File: src/sv/bfris_pkg.sv
// ----------------------------------------------------------------------------
// bfris_pkg
// Request and response types shared by the best-fit slot selector files.
// ----------------------------------------------------------------------------
package bfris_pkg;

    // Fixed field widths of the request and response payloads
    localparam int SLOT_FIELD_W = 4;
    localparam int BOUND_W      = 16;

    typedef enum logic {
        OP_ADD   = 1'b0,
        OP_QUERY = 1'b1
    } t_op;

    typedef struct packed {
        t_op                       op;
        logic [SLOT_FIELD_W-1:0]   slot;
        logic [BOUND_W-1:0]        low_bound;
        logic [BOUND_W-1:0]        high_bound;
        logic [BOUND_W-1:0]        request_size;
        logic                      lock_on_match;
    } t_req;

    typedef struct packed {
        logic                      found;
        logic [SLOT_FIELD_W-1:0]   chosen_slot;
    } t_rsp;

endpackage

File: src/sv/bfris_chan_if.sv
// ----------------------------------------------------------------------------
// bfris_chan_if
// Valid/ready channel carrying one payload of type T per request.
// ----------------------------------------------------------------------------
interface bfris_chan_if #(
    parameter type T = logic
);
    logic valid;
    logic ready;
    T     data;

    modport source (output valid, output data, input ready);
    modport sink   (input valid, input data, output ready);
endinterface

File: src/sv/bfris_table.sv
// ----------------------------------------------------------------------------
// bfris_table
// Slot bound memory: one write port, one read port with registered data.
// ----------------------------------------------------------------------------
module bfris_table #(
    parameter int SLOTS     = 16,
    parameter int SIZE_BITS = 16,
    parameter int SLOT_W    = 4
) (
    input  logic                 i_clk,
    input  logic                 i_wr_en,
    input  logic [SLOT_W-1:0]    i_wr_addr,
    input  logic [SIZE_BITS-1:0] i_wr_lo,
    input  logic [SIZE_BITS-1:0] i_wr_hi,
    input  logic [SLOT_W-1:0]    i_rd_addr,
    output logic [SIZE_BITS-1:0] o_rd_lo,
    output logic [SIZE_BITS-1:0] o_rd_hi
);

    logic [2*SIZE_BITS-1:0] r_mem [SLOTS];
    logic [2*SIZE_BITS-1:0] r_rd_data;

    always_ff @(posedge i_clk) begin
        if (i_wr_en) begin
            r_mem[i_wr_addr] <= {i_wr_hi, i_wr_lo};
        end
        r_rd_data <= r_mem[i_rd_addr];
    end

    assign o_rd_lo = r_rd_data[SIZE_BITS-1:0];
    assign o_rd_hi = r_rd_data[2*SIZE_BITS-1:SIZE_BITS];

endmodule

File: src/sv/best_fit_range_instance_select.sv
// ----------------------------------------------------------------------------
// best_fit_range_instance_select
// Best-fit slot selector: keeps per-slot request-size ranges and picks the
// available slot with the tightest upper bound that holds a request size.
// ----------------------------------------------------------------------------
//
//  Channel   Dir  Payload   Meaning
//  i_req     in   t_req     add a slot range (op = add) or query a best fit
//  o_rsp     out  t_rsp     one response per request: found, chosen_slot
//
//  An add request completes in the cycle it is accepted; its response sits in
//  the output register on the next cycle. A query scans the bound memory one
//  slot per cycle through a single compare unit, a rate set by the one memory
//  read port; the result waits in ST_FINISH until the output register is free.
//  Reset (i_rst_n low, synchronous) clears the available marks, the sequencer
//  and the output valid flag; the bound memory is not cleared.
//  While a query runs, i_req.ready is low. A response held by o_rsp.ready low
//  blocks new requests until it drains.
// ----------------------------------------------------------------------------
module best_fit_range_instance_select #(
    parameter int SLOTS     = 16,
    parameter int SIZE_BITS = 16
) (
    input  logic          i_clk,
    input  logic          i_rst_n,
    bfris_chan_if.sink    i_req,
    bfris_chan_if.source  o_rsp
);
    import bfris_pkg::*;

    localparam int SLOT_W = (SLOTS > 1) ? $clog2(SLOTS) : 1;
    // Wide enough to hold both the slot field and the slot count itself
    localparam int IDX_W  = ((SLOT_W > SLOT_FIELD_W) ? SLOT_W : SLOT_FIELD_W) + 1;

    typedef enum logic [1:0] {
        ST_IDLE,
        ST_SCAN,
        ST_FINISH
    } t_state;

    t_state                 r_state;
    logic [SLOTS-1:0]       r_avail;       // one available mark per slot
    logic [SIZE_BITS-1:0]   r_req_size;
    logic                   r_lock;
    logic                   r_issue;       // read address still being issued
    logic [SLOT_W-1:0]      r_idx;         // read address sent to the memory
    logic                   r_rd_vld;      // memory data valid this cycle
    logic [SLOT_W-1:0]      r_rd_idx;      // slot the memory data belongs to
    logic                   r_hit;
    logic [SIZE_BITS-1:0]   r_best_hi;
    logic [SLOT_W-1:0]      r_best;
    logic                   r_out_vld;
    t_rsp                   r_out;

    t_req                   w_req;
    logic                   w_accept;
    logic                   w_out_free;
    logic                   w_out_load;
    logic [IDX_W-1:0]       w_slot_ext;
    logic                   w_slot_ok;
    logic                   w_wr_en;
    logic [SIZE_BITS-1:0]   w_rd_lo;
    logic [SIZE_BITS-1:0]   w_rd_hi;
    logic                   w_match;
    logic                   w_last_issue;
    logic                   w_last_eval;

    assign w_req      = i_req.data;
    assign w_out_free = !r_out_vld || o_rsp.ready;
    assign i_req.ready = (r_state == ST_IDLE) && w_out_free;
    assign w_accept   = i_req.valid && i_req.ready;

    // A new response enters the output register on an add or at scan end
    assign w_out_load = (w_accept && (w_req.op == OP_ADD))
                        || ((r_state == ST_FINISH) && w_out_free);

    // Adds beyond the slot count are acknowledged with found low and dropped
    assign w_slot_ext = IDX_W'(w_req.slot);
    assign w_slot_ok  = w_slot_ext < IDX_W'(SLOTS);
    assign w_wr_en    = w_accept && (w_req.op == OP_ADD) && w_slot_ok;

    bfris_table #(
        .SLOTS     (SLOTS),
        .SIZE_BITS (SIZE_BITS),
        .SLOT_W    (SLOT_W)
    ) u_table (
        .i_clk     (i_clk),
        .i_wr_en   (w_wr_en),
        .i_wr_addr (w_slot_ext[SLOT_W-1:0]),
        .i_wr_lo   (SIZE_BITS'(w_req.low_bound)),
        .i_wr_hi   (SIZE_BITS'(w_req.high_bound)),
        .i_rd_addr (r_idx),
        .o_rd_lo   (w_rd_lo),
        .o_rd_hi   (w_rd_hi)
    );

    // Shared compare unit: range check plus best-so-far test. A tie on the
    // upper bound goes to the later, higher slot since the scan runs upward.
    assign w_match = r_rd_vld && r_avail[r_rd_idx]
                     && (w_rd_lo <= r_req_size) && (r_req_size <= w_rd_hi)
                     && (!r_hit || (w_rd_hi <= r_best_hi));

    assign w_last_issue = r_idx == SLOT_W'(SLOTS - 1);
    assign w_last_eval  = r_rd_vld && (r_rd_idx == SLOT_W'(SLOTS - 1));

    always_ff @(posedge i_clk) begin
        if (!i_rst_n) begin
            r_state   <= ST_IDLE;
            r_avail   <= '0;
            r_issue   <= 1'b0;
            r_rd_vld  <= 1'b0;
            r_hit     <= 1'b0;
            r_out_vld <= 1'b0;
        end else begin
            // Load a new response, or drop the one just taken
            if (w_out_load) begin
                r_out_vld <= 1'b1;
            end else if (o_rsp.ready) begin
                r_out_vld <= 1'b0;
            end

            // Memory read data is registered; these carry its valid flag and slot
            r_rd_vld <= r_issue;
            r_rd_idx <= r_idx;

            unique case (r_state)
                ST_IDLE: begin
                    if (w_accept) begin
                        if (w_req.op == OP_ADD) begin
                            if (w_slot_ok) begin
                                r_avail[w_slot_ext[SLOT_W-1:0]] <= 1'b1;
                            end
                            r_out.found       <= w_slot_ok;
                            r_out.chosen_slot <= w_req.slot;
                        end else begin
                            r_req_size <= SIZE_BITS'(w_req.request_size);
                            r_lock     <= w_req.lock_on_match;
                            r_idx      <= '0;
                            r_issue    <= 1'b1;
                            r_hit      <= 1'b0;
                            r_state    <= ST_SCAN;
                        end
                    end
                end

                ST_SCAN: begin
                    // Advance the read address until the last slot is issued
                    if (r_issue) begin
                        if (w_last_issue) begin
                            r_issue <= 1'b0;
                        end else begin
                            r_idx <= r_idx + SLOT_W'(1);
                        end
                    end
                    if (w_match) begin
                        r_hit     <= 1'b1;
                        r_best_hi <= w_rd_hi;
                        r_best    <= r_rd_idx;
                    end
                    if (w_last_eval) begin
                        r_state <= ST_FINISH;
                    end
                end

                ST_FINISH: begin
                    // Hold the result until the output register is free
                    if (w_out_free) begin
                        r_out.found       <= r_hit;
                        r_out.chosen_slot <= r_hit ? SLOT_FIELD_W'(r_best) : '0;
                        if (r_hit && r_lock) begin
                            r_avail[r_best] <= 1'b0;
                        end
                        r_state <= ST_IDLE;
                    end
                end

                default: begin
                    r_state <= ST_IDLE;
                end
            endcase
        end
    end

    assign o_rsp.valid = r_out_vld;
    assign o_rsp.data  = r_out;

endmodule

File: src/flat_wrapper.sv
// flat-port wrapper written by rule: the top's interface ports become plain ports
module best_fit_range_instance_select_flat import bfris_pkg::*;
#(
    parameter int SLOTS     = 16,
    parameter int SIZE_BITS = 16
)
  (i_clk, i_rst_n, i_req_valid, i_req_data, i_req_ready, o_rsp_valid, o_rsp_data, o_rsp_ready);
  bfris_chan_if #(.T(t_req)) i_req_i ();
  bfris_chan_if #(.T(t_rsp)) o_rsp_i ();
  input  logic i_clk;
  input  logic i_rst_n;
  input wire logic [$bits(i_req_i.valid)-1:0] i_req_valid;
  input wire logic [$bits(i_req_i.data)-1:0] i_req_data;
  output wire logic [$bits(i_req_i.ready)-1:0] i_req_ready;
  output wire logic [$bits(o_rsp_i.valid)-1:0] o_rsp_valid;
  output wire logic [$bits(o_rsp_i.data)-1:0] o_rsp_data;
  input wire logic [$bits(o_rsp_i.ready)-1:0] o_rsp_ready;
  assign i_req_i.valid = i_req_valid;
  assign i_req_i.data = i_req_data;
  assign i_req_ready = i_req_i.ready;
  assign o_rsp_valid = o_rsp_i.valid;
  assign o_rsp_data = o_rsp_i.data;
  assign o_rsp_i.ready = o_rsp_ready;
  best_fit_range_instance_select #(.SLOTS(SLOTS), .SIZE_BITS(SIZE_BITS)) u_core (.i_clk(i_clk), .i_rst_n(i_rst_n), .i_req(i_req_i), .o_rsp(o_rsp_i));
endmodule
File: config.mk
export PLATFORM = sky130hd
export DESIGN_NAME = best_fit_range_instance_select_flat
export DESIGN_NICKNAME = d
export VERILOG_FILES = /design/src/sv/bfris_pkg.sv /design/src/sv/bfris_chan_if.sv /design/src/sv/bfris_table.sv /design/src/sv/best_fit_range_instance_select.sv /design/src/flat_wrapper.sv
export SDC_FILE = /design/constraint.sdc
export NUM_CORES = 1
export LEC_CHECK = 0
export ABC_AREA = 1
export BUFFER_PORTS_ARGS = -buffer_cell sky130_fd_sc_hd__buf_2
export CAP_MARGIN = 5
export CORE_AREA = 5 5 279 281
export CTS_CLUSTER_DIAMETER = 120
export DETAILED_ROUTE_END_ITERATION = 10
export DIE_AREA = 0 0 284 286
export PLACE_DENSITY_LB_ADDON = 0.15
export RECOVER_POWER = 25
export SLEW_MARGIN = 20
export SYNTH_ARGS = -nofsm -noshare
export SYNTH_HDL_FRONTEND = slang
export SYNTH_SLANG_ARGS = --single-unit
File: constraint.sdc
create_clock -name i_clk -period 5.6 [get_ports i_clk]
set_input_delay 0.28 -clock i_clk [delete_from_list [all_inputs] [get_ports i_clk]]
set_output_delay 0.28 -clock i_clk [all_outputs]
set_load 0.05 [all_outputs]
Word-level counts from Yosys, hierarchy flattened
Memory sizes are Yosys's and may differ from the RTL's. A register that Yosys moved wholly into a read port is not among the register bits.
Cells that the tools add are included.
{ "totals": {"ff_bits": 72, "ramBits": 512, "in_bits": 58, "out_inout_bits": 7, "word_cells": 113, "mem_count": 1} }
{ "mem_list": {"columns": ["name", "words", "word_bits", "rd", "rd_ports_with_merged_regs", "wr", "line_no", "source"], "rows": [
  ["u_core.u_table.r_mem", 16, 32, 1, 1, 1, "bfris_table.sv:20", "logic [2*SIZE_BITS-1:0] r_mem [SLOTS];"]
]} }
{ "op_classes": {"n_addsub": 1, "n_lt_le_gt_ge": 9, "eq_ne": 14, "muxes": 40, "bitwise_logic": 4, "reduce_logical": 30} }
{ "ops": {"columns": ["operator", "n"], "rows": [
  ["$mux 16", 5],
  ["$le 16x16->1", 3],
  ["$pmux 16 s2", 1],
  ["$lt 4x5->1 const B", 4],
  ["$mux 4", 5],
  ["$and 16x16->16", 1],
  ["$not 16->16", 1],
  ["$or 16x16->16", 1],
  ["$mux 5", 3],
  ["$mux 1", 14],
  ["$logic_and 1x1->1", 13],
  ["$ne 2x1->1 const B", 6],
  ["$reduce_and 4->1", 3],
  ["$reduce_and 6->1", 2],
  ["$pmux 5 s2", 1],
  ["$demux 1 s4", 2],
  ["$eq 4x4->1 const B", 2],
  ["$ge 4x1->1 const B", 2],
  ["$mux 2", 4],
  ["$ne 2x2->1 const B", 4],
  ["$pmux 4 s2", 1],
  ["$pmux 2 s3", 1],
  ["$reduce_and 3->1", 2],
  ["$reduce_bool 2->1", 3],
  ["other kinds (10)", 14]
]} }

Longest topological paths before layout
{ "depth": {"depth_word": 9, "ltp_mapped": 16, "ltp_nobuf": 16} }

By module
From an unflattened synthesis, not the netlist that was laid out.
{ "hier_totals": {"cells_unflattened": 2676, "hier_area_um2": 27174.8} }
{ "by_module_without_submodules": {"columns": ["mod", "n_inst", "cells_per_inst", "area_each_um2", "seq_area_each_um2"], "rows": [
  ["bfris_table", 1, 2120, 22744.3, 16015.4],
  ["best_fit_range_instance_select", 1, 556, 4430.5, 1941.9]
]} }

Worst setup path before layout
OpenSTA, ideal clock, no wires.
{ "synth_path": {"path_kind": "flip-flop to flip-flop", "start": "register u_core.r_out_vld, in the netlist u_core.o_rsp.valid", "end": "memory u_core.u_table.r_mem[9][0] in the netlist's numbering (enable)", "setup_time_ns": 0.502, "arrival_ns": 4.151, "required_time_ns": 5.098, "slack_ns": 0.947, "path_stages_with_launch": 7, "path_buffers": 1, "synth_period_minus_slack_ns": 4.653, "cell_sequence": "dfxtp_1 nand2_1 nand3_2 nor2_4 inv_2 buf_6 nor4_1"} }
{ "synth_via": {"elab_chain_len": 8} }
{ "synth_lines": {"columns": ["element", "line_no", "source"], "rows": [
  ["start: declaration", "best_fit_range_instance_select.sv:52", "logic r_out_vld;"],
  ["start signal: assignment", "best_fit_range_instance_select.sv:113", "r_out_vld <= 1'b0;"],
  ["start signal: assignment", "best_fit_range_instance_select.sv:117", "r_out_vld <= 1'b1;"],
  ["start signal: assignment", "best_fit_range_instance_select.sv:119", "r_out_vld <= 1'b0;"],
  ["$logic_not 1->1", "best_fit_range_instance_select.sv:69", "assign w_out_free = !r_out_vld || o_rsp.ready;"],
  ["$logic_or 1x1->1", "best_fit_range_instance_select.sv:69", null],
  ["$logic_and 1x1->1", "best_fit_range_instance_select.sv:70", "assign i_req.ready = (r_state == ST_IDLE) && w_out_free;"],
  ["$logic_and 1x1->1", "best_fit_range_instance_select.sv:71", "assign w_accept = i_req.valid && i_req.ready;"],
  ["$logic_and 1x1->1 (2 in a row)", "best_fit_range_instance_select.sv:80", "assign w_wr_en = w_accept && (w_req.op == OP_ADD) && w_slot_ok;"],
  ["$mux 1", "bfris_table.sv:24", "if (i_wr_en) begin"],
  ["$mux 1 (implied by the code)", "bfris_table.sv:25", "r_mem[i_wr_addr] <= {i_wr_hi, i_wr_lo};"],
  ["end: declaration", "bfris_table.sv:20", null]
]} }
No other way between the ends.

==> key figures <==
Outcome
  • Status: completed

Worst setup path
  • Critical path class: reg -> reg
  • Crit path launch type: flop
  • Critical path buffers and inverters: 3
  • Worst path cell trace: buf_4, inv_6, buf_4, o21ai_1, o211ai_1, nand2_1
  • CP top delay family: buffers and inverters
  • Critical path's slowest cell: buf_4
  • CP max FO: 65
  • Critical Path RT: 5.98 ns
  • Most common cell on crit path: buf_4
  • Worst path max stage delay: 0.78 ns
  • Crit path capture type: flop
  • WP data arrival: 3.46 ns

Logic synthesis
  • Post-synthesis cell type count: 36
  • Synth Instances: 1873
  • Syn avg cell area: 13.51 um2
  • Synthesized cell area: 25300 um2
  • Synthesis-stage register bit count: 616
  • Synth Warn #: 0
  • Sequential area share after synthesis: 70.97%
  • Synthesized net count: 1980

Routing
  • Routed WL: 64920 um
  • Avg WL per Cell: 21.69 um
  • Initial drt markers: 1035
  • Routed via count: 14680
  • Via/cell ratio: 4.903
  • Remaining antenna violation count: 0
  • DRC: 0
  • DR pass1 iterations: 5

Clocking
  • Cts bufs inserted: 68
  • Reg clk slew, reported paths: 0.06 ns
  • Clock Path Buffers: 3
  • CTS root buf: clkbuf_16
  • Post_cts resized: 0
  • TritonCTS clock tree: built
  • H-Tree Depth: 3
  • # clock sinks: 616
  • Worst skew pair latency: 0.60 ns
  • Postcts setup bufs: 0

Layout
  • Synth-to-layout area growth: 14.15%
  • Share of layout cells above drive strength 1: 10.33%
  • Nets: 2067

Place
  • HPWL reported at the end of detailed placement: 35410 um
  • GP Congestion: 0.8157
  • Input/output buffers: 64

Timing
  • Worst slew margin relative to its limit: 27.77%
  • Final Hold Fails: 0
  • Final Cycle Share: 54.91%
  • Min Tclk post-route: 3.075 ns
  • Final setup fails: 0
  • Fmax achieved: 325.2 MHz
  • Worst Max-Slew Pin Slew: 1.083 ns
  • Fin. max-slew vios: 0
  • Setup Skew: 0.02064 ns
  • Unrepaired setup endpoints after global routing: false
  • TNS Setup: 0 ns

Global route
  • First-pass GRT wire length: 96860 um
  • GRT Residual Overflow: 0
  • Largest net degree at the start of global routing: 163
  • GRT Util Overall: 15.77%
  • Initial antenna violation count: 10
  • Vias in the first global route: 14650

Power and ir drop
  • Worst VDD drop: 173.6 uV
  • Leakage power: 10.52 nW
  • Pwr per Cell Area: 341.4 nW/um2
  • Power Total: 0.009861 W

Floorplanning
  • Die Y: 286 um
  • Boundary pin count: 65
  • Placement Rows: 101
  • Placeable Area: 75190 um2
  • Die W: 284 um
  • Starting Density: 33.65%
  • Overall die area: 81220 um2

Min path
  • Hold/Removal Path Class: in -> reg

Run
  • Max-Cap Viols: 0
## worst paths after layout
check	slack, ns	depth (start not counted)	start	end
min	0.07	4	i_req_data[49]	u_core.r_avail[6]$_SDFFE_PN0P_
min reg2reg	0.45	2	u_core.r_issue$_SDFFE_PN0P_	u_core.r_rd_vld$_SDFF_PN0_
max	2.53	6	u_core.r_idx[1]$_SDFFCE_PN0P_	u_core.u_table.r_rd_data[23]$_DFF_P_
max reg2reg	2.53	6	u_core.r_idx[1]$_SDFFCE_PN0P_	u_core.u_table.r_rd_data[23]$_DFF_P_
## placed cells by master, fill, tap and decap left out, types with 14 or more instances in the layout
| cell type | n |
|---|---|
| clkbuf_16 | 70 |
| edfxtp_1 | 562 |
| inv_1 | 234 |
| clkinv_2 | 14 |
| dlygate4sd3_1 | 18 |
| dfxtp_1 | 54 |
| mux2i_1 | 128 |
| buf_2 | 42 |
| nor2_1 | 46 |
| clkinv_1 | 14 |
| buf_4 | 29 |
| o211ai_1 | 129 |
| clkbuf_1 | 39 |
| nand2_1 | 125 |
| o21ai_0 | 152 |
| nand3_1 | 60 |
| a21oi_1 | 161 |
| ha_1 | 49 |
## through the flow
step / hold slack, ns / worst slack, ns / cells / cell area [um2] / util [%]
4_1_cts: 0.02097 / 2.414 / 2992 / 28910 / 38.45
5_1_grt: 0.07269 / 2.253 / 2992 / 28880 / 38.41
3_5_place_dp: 0.4440 / 2.403 / 2850 / 26630 / 35.41
2_1_floorplan: 0.3789 / 0.9469 / 1873 / 25300 / -
3_3_place_gp: 0.4449 / 2.396 / 2850 / 26630 / 35.41
6_report: 0.07137 / 2.525 / 2993 / 28890 / 38.42
## power breakdown
group,internal (W),total (W),switching (W)
Sequential,0.00508,0.00511,0.0000329
Clock,0.00246,0.00423,0.00176
Combinational,0.000154,0.000522,0.000369
Total,0.00770,0.00986,0.00216
## layer usage
layer	up-vias	routed length (um)	track usage, %
li1	7012	-	-
met1	7282	29520	21.43
met2	311	31210	26.44
met3	68	3233	2.781
met4	2	952	3.940
met5	-	10	0
## area by class of cell
type / count / area (um2)
diodes: 1 / 2.502
fillers: 7028 / 46310
inverters: 243 / 917.1
multi-input cells: 917 / 5931
flip-flops and latches: 616 / 17960
well taps: 978 / 1224
clock inverters: 35 / 260.3
clock buffers: 89 / 1843
repair buffers: 114 / 750.7
## Yosys cell counts
cell        n  area share [%]
a211oi_1    4            0.12
a21o_1      3           0.089
a21oi_1   161             3.2
a31oi_1     1           0.025
buf_1       4           0.059
buf_2      16            0.32
buf_4       4            0.12
buf_6      23             1.0
buf_8       2            0.12
clkbuf_1   48            0.71
clkinv_1    1           0.015
dfxtp_1    54             4.3
edfxtp_1  562              67
ha_1       49             2.4
inv_1     235             3.5
inv_2       7            0.10
mux2i_1   128             5.1
nand2_1   125             1.9
nand2_2     2           0.049
nand3_1    60             1.2
nand3_2     1           0.040
nand4_1     7            0.17
nor2_1     48            0.71
nor2_2      2           0.049
nor2_4      2           0.089
nor3_1     17            0.34
nor3_2      3            0.12
nor3_4      1           0.064
nor3b_2     1           0.049
nor4_1      2           0.049
o211ai_1  129             3.8
o21ai_0   152             3.0
o21ai_1     7            0.14
o21bai_2    1           0.044
o221a_2     6            0.27
o22ai_1     5            0.12
## tightest hold or removal path, stage by stage
cell,delay [ns]
buf_2,0.11
nor2_1,0.06
nand4_1,0.08
a211oi_1,0.06
## timing repair
action / in CTS / in global routing
endpoints found under the hold margin: 18 / 0
endpoints found under the setup margin: 0 / 0
hold buffers: 18 / 0
## sequential cells by signal, summed over array words and instances (netlist names)
| name | flops |
|---|---|
| u_core.r_rd_vld | 1 |
| u_core.u_table.r_rd_data | 32 |
| u_core.r_best_hi | 16 |
| u_core.r_hit | 1 |
| u_core.o_rsp.data | 5 |
| u_core.o_rsp.valid | 1 |
| u_core.r_avail | 16 |
| u_core.r_best | 4 |
| u_core.r_issue | 1 |
| u_core.r_req_size | 16 |
| u_core.r_idx | 4 |
| u_core.r_rd_idx | 4 |
| u_core.r_lock | 1 |
| u_core.r_state | 2 |
| u_core.u_table.r_mem | 512 |
## kinds of logic after synthesis
logic type                 after synthesis  share of synthesized area (%)
AOI/OAI and AO/OA                      469                          10.82
adders and majority gates               49                          2.423
buffers and inverters                  340                          5.953
DFF                                    616                          70.97
muxes                                  128                          5.063
and+or+nand+nor                        271                          4.772
(Power assumes the default switching activity.)
